### src/hw/rtl/peak_to_peak_led_bar_meter_defines.svh
// Assertion macros shared by the meter RTL.
`ifndef PEAK_TO_PEAK_LED_BAR_METER_DEFINES_SVH
`define PEAK_TO_PEAK_LED_BAR_METER_DEFINES_SVH

// The consequent must hold in the same cycle as the antecedent.
`define P2PM_ASSERT_NOW(lbl, ante, cons, msg) \
	lbl: assert property (@(posedge clk) disable iff (!arst_n) (ante) |-> (cons)) \
		else $error(msg);

// The consequent must hold in the cycle after the antecedent.
`define P2PM_ASSERT_NEXT(lbl, ante, cons, msg) \
	lbl: assert property (@(posedge clk) disable iff (!arst_n) (ante) |=> (cons)) \
		else $error(msg);

`endif

### src/hw/rtl/p2pm_pkg.sv
package p2pm_pkg;

	localparam int PIXEL_COUNT = 30;

	localparam int SMP_W   = 10;
	localparam int TICK_W  = 16;
	localparam int PIX_W   = 6;
	localparam int LVL_W   = 7;
	localparam int COL_W   = 8;
	localparam int PROD_W  = SMP_W + LVL_W;
	localparam int DCNT_W  = $clog2(PROD_W);
	localparam int ADDR_W  = 4;
	localparam int DATA_W  = 32;

	localparam logic [SMP_W-1:0]  SAMPLE_INVALID = SMP_W'(1023);
	localparam logic [COL_W-1:0]  FULL           = COL_W'(255);
	localparam logic [COL_W-1:0]  ORANGE_GREEN   = COL_W'(150);

	localparam logic [TICK_W-1:0] WINDOW_RESET = TICK_W'(40);
	localparam logic [SMP_W-1:0]  LOW_RESET    = SMP_W'(3);
	localparam logic [SMP_W-1:0]  HIGH_RESET   = SMP_W'(15);

	localparam logic [LVL_W-1:0]  LVL_FULL   = LVL_W'(PIXEL_COUNT);
	localparam logic [PROD_W-1:0] PC_PROD    = PROD_W'(PIXEL_COUNT);
	localparam logic [LVL_W-1:0]  GREEN_END  = LVL_W'(PIXEL_COUNT / 3);
	localparam logic [LVL_W-1:0]  ORANGE_END = LVL_W'((PIXEL_COUNT * 2) / 3);
	localparam logic [PIX_W-1:0]  PIX_LAST   = PIX_W'(PIXEL_COUNT - 1);

	localparam logic [1:0] REG_WINDOW_MS  = 2'd0;
	localparam logic [1:0] REG_LEVEL_LOW  = 2'd1;
	localparam logic [1:0] REG_LEVEL_HIGH = 2'd2;

	localparam logic REQ_SAMPLE = 1'b0;
	localparam logic REQ_TICK   = 1'b1;

endpackage

### src/hw/rtl/peak_to_peak_led_bar_meter.sv
// Channel   Handshake                 Payload
// req       req_valid / req_ready     req_type, sample_value
// pix       pix_valid / pix_ready     pixel_index, red, green, blue, peak_amplitude,
//                                     bar_level, last
// cfg       APB write, pready high    paddr, pwdata (prdata on read)
//
// A sample item, or a tick that does not close the window, leaves the block idle.
// A tick that closes the window captures the amplitude, sets up the level in ST_PREP, runs
// the bit-serial divider in ST_DIV unless the level is already known, then emits 30 pixel
// items, one per cycle while pix_ready stays high; req_ready is low throughout.
// A low pix_ready holds the current pixel item in place until it is taken.
// Reset is asynchronous and restores the register defaults and an empty window.
`include "peak_to_peak_led_bar_meter_defines.svh"

module peak_to_peak_led_bar_meter (
	input  logic                           clk,
	input  logic                           arst_n,
	input  logic                           req_valid,
	output logic                           req_ready,
	input  logic                           req_type,
	input  logic [p2pm_pkg::SMP_W-1:0]     sample_value,
	output logic                           pix_valid,
	input  logic                           pix_ready,
	output logic [p2pm_pkg::PIX_W-1:0]     pixel_index,
	output logic [p2pm_pkg::COL_W-1:0]     red,
	output logic [p2pm_pkg::COL_W-1:0]     green,
	output logic [p2pm_pkg::COL_W-1:0]     blue,
	output logic [p2pm_pkg::SMP_W-1:0]     peak_amplitude,
	output logic [p2pm_pkg::LVL_W-1:0]     bar_level,
	output logic                           last,
	input  logic                           psel,
	input  logic                           penable,
	input  logic                           pwrite,
	input  logic [p2pm_pkg::ADDR_W-1:0]    paddr,
	input  logic [p2pm_pkg::DATA_W-1:0]    pwdata,
	output logic [p2pm_pkg::DATA_W-1:0]    prdata,
	output logic                           pready
);

	localparam logic [1:0] ST_IDLE = 2'd0;
	localparam logic [1:0] ST_PREP = 2'd1;
	localparam logic [1:0] ST_DIV  = 2'd2;
	localparam logic [1:0] ST_EMIT = 2'd3;

	logic [1:0]                        state_q;
	logic [p2pm_pkg::TICK_W-1:0]       window_q;
	logic [p2pm_pkg::SMP_W-1:0]        low_q;
	logic [p2pm_pkg::SMP_W-1:0]        high_q;
	logic [p2pm_pkg::SMP_W-1:0]        max_q;
	logic [p2pm_pkg::SMP_W-1:0]        min_q;
	logic                              seen_q;
	logic [p2pm_pkg::TICK_W-1:0]       tick_q;
	logic [p2pm_pkg::SMP_W-1:0]        amp_q;
	logic [p2pm_pkg::LVL_W-1:0]        lvl_q;
	logic [p2pm_pkg::PROD_W-1:0]       quo_q;
	logic [p2pm_pkg::SMP_W-1:0]        rem_q;
	logic [p2pm_pkg::SMP_W-1:0]        den_q;
	logic [p2pm_pkg::DCNT_W-1:0]       cnt_q;
	logic [p2pm_pkg::PIX_W-1:0]        pix_q;

	logic                              req_acc;
	logic                              cfg_wr;
	logic [1:0]                        reg_idx;
	logic [p2pm_pkg::TICK_W-1:0]       tick_inc;
	logic [p2pm_pkg::SMP_W-1:0]        amp_new;
	logic [p2pm_pkg::SMP_W-1:0]        diff;
	logic [p2pm_pkg::PROD_W-1:0]       prod;
	logic [p2pm_pkg::SMP_W:0]          rem_sh;
	logic [p2pm_pkg::SMP_W:0]          rem_sub;
	logic                              qbit;
	logic [p2pm_pkg::PROD_W-1:0]       quo_next;
	logic [p2pm_pkg::LVL_W-1:0]        pix_ext;
	logic                              lit;

	assign req_ready = (state_q == ST_IDLE);
	assign req_acc   = req_valid && req_ready;
	assign pready    = 1'b1;
	assign cfg_wr    = psel && penable && pwrite && pready;
	assign reg_idx   = paddr[3:2];
	assign tick_inc  = tick_q + p2pm_pkg::TICK_W'(1);
	assign amp_new   = (seen_q && (max_q >= min_q)) ? (max_q - min_q) : '0;
	assign diff      = amp_q - low_q;
	assign prod      = p2pm_pkg::PROD_W'(diff) * p2pm_pkg::PC_PROD;
	assign rem_sh    = {rem_q, quo_q[p2pm_pkg::PROD_W-1]};
	assign rem_sub   = rem_sh - {1'b0, den_q};
	assign qbit      = (rem_sh >= {1'b0, den_q});
	assign quo_next  = {quo_q[p2pm_pkg::PROD_W-2:0], qbit};

	always_comb begin
		case (reg_idx)
			p2pm_pkg::REG_WINDOW_MS:  prdata = p2pm_pkg::DATA_W'(window_q);
			p2pm_pkg::REG_LEVEL_LOW:  prdata = p2pm_pkg::DATA_W'(low_q);
			p2pm_pkg::REG_LEVEL_HIGH: prdata = p2pm_pkg::DATA_W'(high_q);
			default:                  prdata = '0;
		endcase
	end

	always_ff @(posedge clk or negedge arst_n) begin
		if (!arst_n) begin
			window_q <= p2pm_pkg::WINDOW_RESET;
			low_q    <= p2pm_pkg::LOW_RESET;
			high_q   <= p2pm_pkg::HIGH_RESET;
		end else if (cfg_wr) begin
			case (reg_idx)
				p2pm_pkg::REG_WINDOW_MS:  window_q <= pwdata[p2pm_pkg::TICK_W-1:0];
				p2pm_pkg::REG_LEVEL_LOW:  low_q    <= pwdata[p2pm_pkg::SMP_W-1:0];
				p2pm_pkg::REG_LEVEL_HIGH: high_q   <= pwdata[p2pm_pkg::SMP_W-1:0];
				default: begin
				end
			endcase
		end
	end

	always_ff @(posedge clk or negedge arst_n) begin
		if (!arst_n) begin
			state_q <= ST_IDLE;
			max_q   <= '0;
			min_q   <= p2pm_pkg::SAMPLE_INVALID;
			seen_q  <= 1'b0;
			tick_q  <= '0;
			pix_q   <= '0;
			cnt_q   <= '0;
		end else begin
			case (state_q)
				ST_IDLE: begin
					if (req_acc && (req_type == p2pm_pkg::REQ_SAMPLE)) begin
						if (sample_value != p2pm_pkg::SAMPLE_INVALID) begin
							if (sample_value > max_q) begin
								max_q <= sample_value;
							end
							if (sample_value < min_q) begin
								min_q <= sample_value;
							end
							seen_q <= 1'b1;
						end
					end else if (req_acc) begin
						if (tick_inc < window_q) begin
							tick_q <= tick_inc;
						end else begin
							max_q   <= '0;
							min_q   <= p2pm_pkg::SAMPLE_INVALID;
							seen_q  <= 1'b0;
							tick_q  <= '0;
							state_q <= ST_PREP;
						end
					end
				end
				ST_PREP: begin
					pix_q <= '0;
					cnt_q <= p2pm_pkg::DCNT_W'(p2pm_pkg::PROD_W - 1);
					if ((high_q <= low_q) || (amp_q <= low_q)) begin
						state_q <= ST_EMIT;
					end else begin
						state_q <= ST_DIV;
					end
				end
				ST_DIV: begin
					cnt_q <= cnt_q - p2pm_pkg::DCNT_W'(1);
					if (cnt_q == '0) begin
						state_q <= ST_EMIT;
					end
				end
				ST_EMIT: begin
					if (pix_ready) begin
						if (pix_q == p2pm_pkg::PIX_LAST) begin
							state_q <= ST_IDLE;
						end else begin
							pix_q <= pix_q + p2pm_pkg::PIX_W'(1);
						end
					end
				end
				default: state_q <= ST_IDLE;
			endcase
		end
	end

	// Datapath registers of the closing window and the divider.
	always_ff @(posedge clk) begin
		case (state_q)
			ST_IDLE: begin
				amp_q <= amp_new;
			end
			ST_PREP: begin
				quo_q <= prod;
				rem_q <= '0;
				den_q <= high_q - low_q;
				if (high_q <= low_q) begin
					lvl_q <= (amp_q >= high_q) ? p2pm_pkg::LVL_FULL : '0;
				end else begin
					lvl_q <= '0;
				end
			end
			ST_DIV: begin
				quo_q <= quo_next;
				rem_q <= qbit ? rem_sub[p2pm_pkg::SMP_W-1:0] : rem_sh[p2pm_pkg::SMP_W-1:0];
				if (cnt_q == '0) begin
					lvl_q <= (quo_next > p2pm_pkg::PC_PROD) ? p2pm_pkg::LVL_FULL
						: quo_next[p2pm_pkg::LVL_W-1:0];
				end
			end
			default: begin
			end
		endcase
	end

	assign pix_ext = p2pm_pkg::LVL_W'(pix_q);
	assign lit     = (pix_ext < lvl_q);

	always_comb begin
		red   = '0;
		green = '0;
		if (lit) begin
			if (pix_ext < p2pm_pkg::GREEN_END) begin
				green = p2pm_pkg::FULL;
			end else if (pix_ext < p2pm_pkg::ORANGE_END) begin
				red   = p2pm_pkg::FULL;
				green = p2pm_pkg::ORANGE_GREEN;
			end else begin
				red = p2pm_pkg::FULL;
			end
		end
	end

	assign pix_valid      = (state_q == ST_EMIT);
	assign pixel_index    = pix_q;
	assign blue           = '0;
	assign peak_amplitude = amp_q;
	assign bar_level      = lvl_q;
	assign last           = (pix_q == p2pm_pkg::PIX_LAST);

	`P2PM_ASSERT_NOW(a_no_overlap, pix_valid, !req_ready, "input taken while pixels pending")
	`P2PM_ASSERT_NOW(a_level_range, pix_valid, bar_level <= p2pm_pkg::LVL_FULL, "level above pixel count")
	`P2PM_ASSERT_NEXT(a_last_frees, pix_valid && pix_ready && last, req_ready, "not idle after last pixel")
	`P2PM_ASSERT_NEXT(a_sample_quiet, req_valid && req_ready && !req_type, !pix_valid, "sample caused a pixel")
	`P2PM_ASSERT_NEXT(a_step_pixel, pix_valid && pix_ready && !last, pix_valid && pixel_index == $past(pixel_index) + 1'b1, "pixel index did not step")

endmodule

### config.mk
export PLATFORM = sky130hd
export DESIGN_NAME = peak_to_peak_led_bar_meter
export DESIGN_NICKNAME = d
export VERILOG_FILES = /design/src/hw/rtl/p2pm_pkg.sv /design/src/hw/rtl/peak_to_peak_led_bar_meter.sv
export VERILOG_INCLUDE_DIRS = /design/src /design/src/hw/rtl
export SDC_FILE = /design/constraint.sdc
export NUM_CORES = 1
export LEC_CHECK = 0
export BUFFER_PORTS_ARGS = -buffer_cell sky130_fd_sc_hd__buf_2
export CAP_MARGIN = 20
export CORE_ASPECT_RATIO = 0.9
export CORE_UTILIZATION = 42
export CTS_CLUSTER_DIAMETER = 60
export DETAILED_ROUTE_END_ITERATION = 8
export GPL_TIMING_DRIVEN = 0
export HOLD_SLACK_MARGIN = 0.02
export SYNTH_ARGS = -nofsm -noshare
export SYNTH_HDL_FRONTEND = slang
export SYNTH_SLANG_ARGS = --single-unit
export TNS_END_PERCENT = 50
### constraint.sdc
create_clock -name clk -period 7.05 [get_ports clk]
set_input_delay 2.115 -clock clk [delete_from_list [all_inputs] [get_ports clk]]
set_output_delay 2.115 -clock clk [all_outputs]
set_load 0.005 [all_outputs]
* Word-level counts from Yosys, hierarchy flattened
Cells that the tools add are included.
** Storage, ports and cells
- Bits in registers :: 140
** Operators by class
- Add/sub/neg operators :: 7
- Multiply operators :: 1
- Magnitude comparators :: 12
- Equality and inequality tests :: 18
- Muxes and demuxes :: 41
- Bitwise operators :: 2
- Reductions and logical operators :: 22
** Operators with widths (count)
- 10-bit two-way mux :: 11
- 16-bit one-hot mux with 3 select lines :: 1
- 8-bit two-way mux :: 5
- 10-bit subtractor :: 4
- 17-bit one-hot mux with 2 select lines :: 1
- 10-bit >= comparator :: 2
- 10-bit <= comparator :: 2
- 10-bit one-hot mux with 2 select lines :: 1
- 17-bit by 5-bit greater-than comparator with 1-bit output, second input constant :: 1
- 16-bit by 1-bit adder with 16-bit output, second input constant :: 1
- 16-bit less-than comparator :: 1
- 16-bit two-way mux :: 1
- 10-bit by 4-bit multiplier with 14-bit output, second input constant :: 1
- 7-bit two-way mux :: 2
- 7-bit one-hot mux with 2 select lines :: 1
- 2-bit two-way mux :: 6
- 6-bit two-way mux :: 2
- 2-bit by 1-bit inequality test with 1-bit output, second input constant :: 6
- 6-bit one-hot mux with 2 select lines :: 1
- 11-bit by 10-bit >= comparator with 1-bit output :: 1
- 10-bit greater-than comparator :: 1
- 10-bit less-than comparator :: 1
- 5-bit two-way mux :: 2
- 10-bit inequality test, second input constant :: 1
- 23 further kinds :: 47

* Depth between registers and ports, before layout
- Depth in word-level cells :: 6
- Mapped depth :: 21
- Depth with buffers taken out :: 21

* Worst setup path after synthesis
OpenSTA, ideal clock, no wires.
- Path type :: input -> output
- Start point :: in paddr[2] (netlist bit)
- End point :: out prdata[2] (netlist bit)
- Arrival time :: 3042 ps
- Path slack :: 1893 ps
- Stages on the path :: 4
- Cells stage by stage :: clkbuf_1 -> buf_2 -> mux2i_1 -> o21ai_0
** Between the ends
- Cells in the longest elaborated chain, start to end :: 2
** Ends and longest elaborated chain
- start: declaration :: line peak_to_peak_led_bar_meter.sv:34 : input logic [p2pm_pkg::ADDR_W-1:0] paddr,
- 2-bit == test (tied with other cells) :: line peak_to_peak_led_bar_meter.sv:90 : case (reg_idx)
- 16-bit one-hot mux with 3 select lines (*) :: line peak_to_peak_led_bar_meter.sv:90
- end: declaration :: line peak_to_peak_led_bar_meter.sv:36 : output logic [p2pm_pkg::DATA_W-1:0] prdata,
Mark *: on every way between the ends. The rest lies on a longest branch, timed or not.

* Worst setup path in the final report
- Start point :: in paddr[2] (netlist bit)
- End point :: out prdata[3] (netlist bit)
The elaborated chain is that of the path after synthesis.

==> flow_summary.json <==
{
  "critical_path.endpoint": "prdata[3]",
  "clock.fmax_mhz": 171,
  "synth_top_family_by_area": "compound AO/OA/AOI/OAI gates",
  "clkLatencyLatePin_ns": 0.44,
  "r2r_cells": 18,
  "cp-start-kind": "input port",
  "area_growth_pct": 14.9,
  "finClkSkew_ns": 0.0128,
  "drt-pass1-iter-count": 7,
  "grt_antenna_before_repair": 0,
  "yosysSeqAreaShare_pct": 35.5,
  "rr_startpoint": "low_q[1]",
  "rrSetupSlack_ns": 2.30,
  "r2r-end": "quo_q[14]",
  "worst-setup-path-type": "input port to output pin",
  "syn_area_um2": 10700,
  "synth_xor_area_share_pct": 4.23,
  "grt_max_degree": 47,
  "drive_gt1_share_pct": 17.5,
  "numClockSinks": 140,
  "synthCells": 1158,
  "postCtsSetupBuffers": 0,
  "violations": "design-rule violations",
  "setup-tns-final_ns": 0,
  "yosysWarnings": 0,
  "grt_pass1_wl_um": 40300,
  "first_global_vias": 8005,
  "cp_max_fo": 10,
  "drv_slew": 0,
  "yosys.area.top_type": "dfrtp_1",
  "fin_cells": 1652,
  "placedCellCount": 1620,
  "gr-usage-met2_pct": 32.0,
  "synth_edf_count": 54,
  "async_reset_ff_share_pct": 61.4,
  "drv_cap": 0,
  "vias": 8433,
  "numCtsBuffers": 17,
  "synth_most_common_cell": "inv_1",
  "holdBufCountCts": 0,
  "rsz0062_at_grt": "false",
  "cts_tree": "built",
  "dpl.hpwl_um": 19700,
  "critPathLaunch": "paddr[2]",
  "postLayoutCellArea_um2": 12300,
  "die_h_um": 153,
  "met3_usage_pct": 3.81,
  "endpoint_kind": "output pin",
  "use_met1_pct": 25.8,
  "syn_area_per_cell_um2": 9.25,
  "grt-ovfl-total": 0,
  "dieArea_um2": 26100,
  "drc": 2,
  "crit_required_ns": 4.93,
  "synth-main-ff-cell": "dfrtp_1",
  "fin_crit_ns": 5.84,
  "drt-wirelength-per-cell_um": 15.1,
  "clk_pin_slew_worst_paths_ns": 0.07,
  "synthTopCellsByArea": "dfrtp_1, edfxtp_1, ha_1",
  "htreeDepth": 4,
  "synthMuxAreaShare_pct": 2.05,
  "coreArea_um2": 25100,
  "portBuffers": 93,
  "via_per_inst": 5.10,
  "worstMarginPinSlew_ns": 0.929,
  "yosys.area_share.simple_pct": 14.8,
  "min_path_type": "register to register",
  "fillCellCount": 2417,
  "synth_seq_cells": 140,
  "multi_input_comb_area_um2": 6090,
  "cts_root_buf": "clkbuf_16",
  "synth_compound_area_share_pct": 17.9,
  "post_cts_resized": 0,
  "finalSetupViolCount": 0,
  "nNetsFinal": 1485,
  "die_w_um": 170,
  "ant_nets": 0,
  "seq_area_um2": 3800,
  "cp.arrival_ns": 3.73,
  "ys_types": 84,
  "antenna_cells": 0,
  "totalWireLength_um": 24900,
  "row_count": 55,
  "place_area_um2": 11700,
  "finalHoldViolations": 0,
  "max_slew_margin_pct": 37.4,
  "gp_congestion": 0.842,
  "drt_iter0_markers": 423,
  "clockBufferDepth": 2,
  "io_pins": 137,
  "synthTopCellsByCount": "inv_1, ha_1, nand2_1",
  "start_util_pct": 42.6,
  "synth_fa_ha_area_share_pct": 17.0,
  "synth_top_cell_area_share_pct": 15.9,
  "busiest_layer": "met2",
  "fin_crit_sh_pct": 82.9,
  "grt_usage_pct": 19.7,
  "outcome": "finished, violations left"
}
## worst min-delay path by stage
stage	startpoint	end	slack (ns)	cells past startpoint
after floorplan	seen_q	seen_q	0.48	2
after global placement	tick_q[8]	tick_q[8]	0.50	2
after detailed placement	min_q[4]	min_q[4]	0.51	1
after CTS	min_q[4]	min_q[4]	0.52	1
after global routing	min_q[2]	min_q[2]	0.52	1
final	min_q[4]	min_q[4]	0.51	1
## cell usage in the layout, fill, tap and decap left out, drive strengths merged, types with 14 or more instances in the layout
cell	synthesis	routed
buf	51	146
inv	128	137
ha	118	118
nand2	115	115
o21ai	103	103
nor2	71	71
dfrtp	68	68
edfxtp	54	54
a21oi	50	50
clkbuf	18	36
nand3	32	32
nor3	28	28
xnor2	28	28
conb	2	27
xor2	22	22
a22o	20	20
a21o	19	19
dfstp	18	18
fa	16	16
mux2i	14	14
## through the flow
stage	utilization (%)	hold WS [ns]	setup slack, ns
2_1_floorplan	-	0.479	1.89
3_3_place_gp	46.6	0.500	1.22
3_5_place_dp	46.8	0.506	1.22
4_1_cts	49.0	0.516	1.22
5_1_grt	49.0	0.525	1.13
6_report	49.0	0.514	1.21
## per-layer routing
metal,vias to the layer above,part of all wire (%)
li1,4304,-
met1,3925,46
met2,171,47
met3,33,4.0
met4,0,2.8
met5,-,0
## cell families (layout without fill, tap and decap cells)
group                      after synthesis  in the layout
AOI/OAI and AO/OA                      284            284
xor gates and xnor gates                50             50
adders and majority gates              136            136
buffers and inverters                  197            324
DFF                                    140            140
muxes                                   21             21
other                                    2             27
and+or+nand+nor                        328            328
## area by class of cell
type / count / share of cell area, %
repair buffers: 95 / 4.19
well taps: 342 / 3.48
flip-flops and latches: 140 / 30.9
plain buffers: 69 / 3.52
multi-input cells: 846 / 49.5
clock inverters: 14 / 0.986
inverters: 128 / 3.90
clock buffers: 18 / 3.57
## sequential cells by signal (all words and copies together) (netlist names)
register	count
tick_q	16
state_q	2
rem_q	10
pixel_index	6
quo_q	17
cnt_q	5
window_q	16
seen_q	1
peak_amplitude	10
max_q	10
min_q	10
high_q	10
bar_level	7
den_q	10
low_q	10
## worst max-delay path, stage by stage
cell and delay [ns]:
buf_2 0.08, clkbuf_1 0.54, buf_2 0.39, mux2i_1 0.11, o21ai_0 0.31, buf_2 0.18
Power is left out: the tool's default activity adds up to more than one toggle a clock period on the data nets, which glitch-free logic cannot reach.
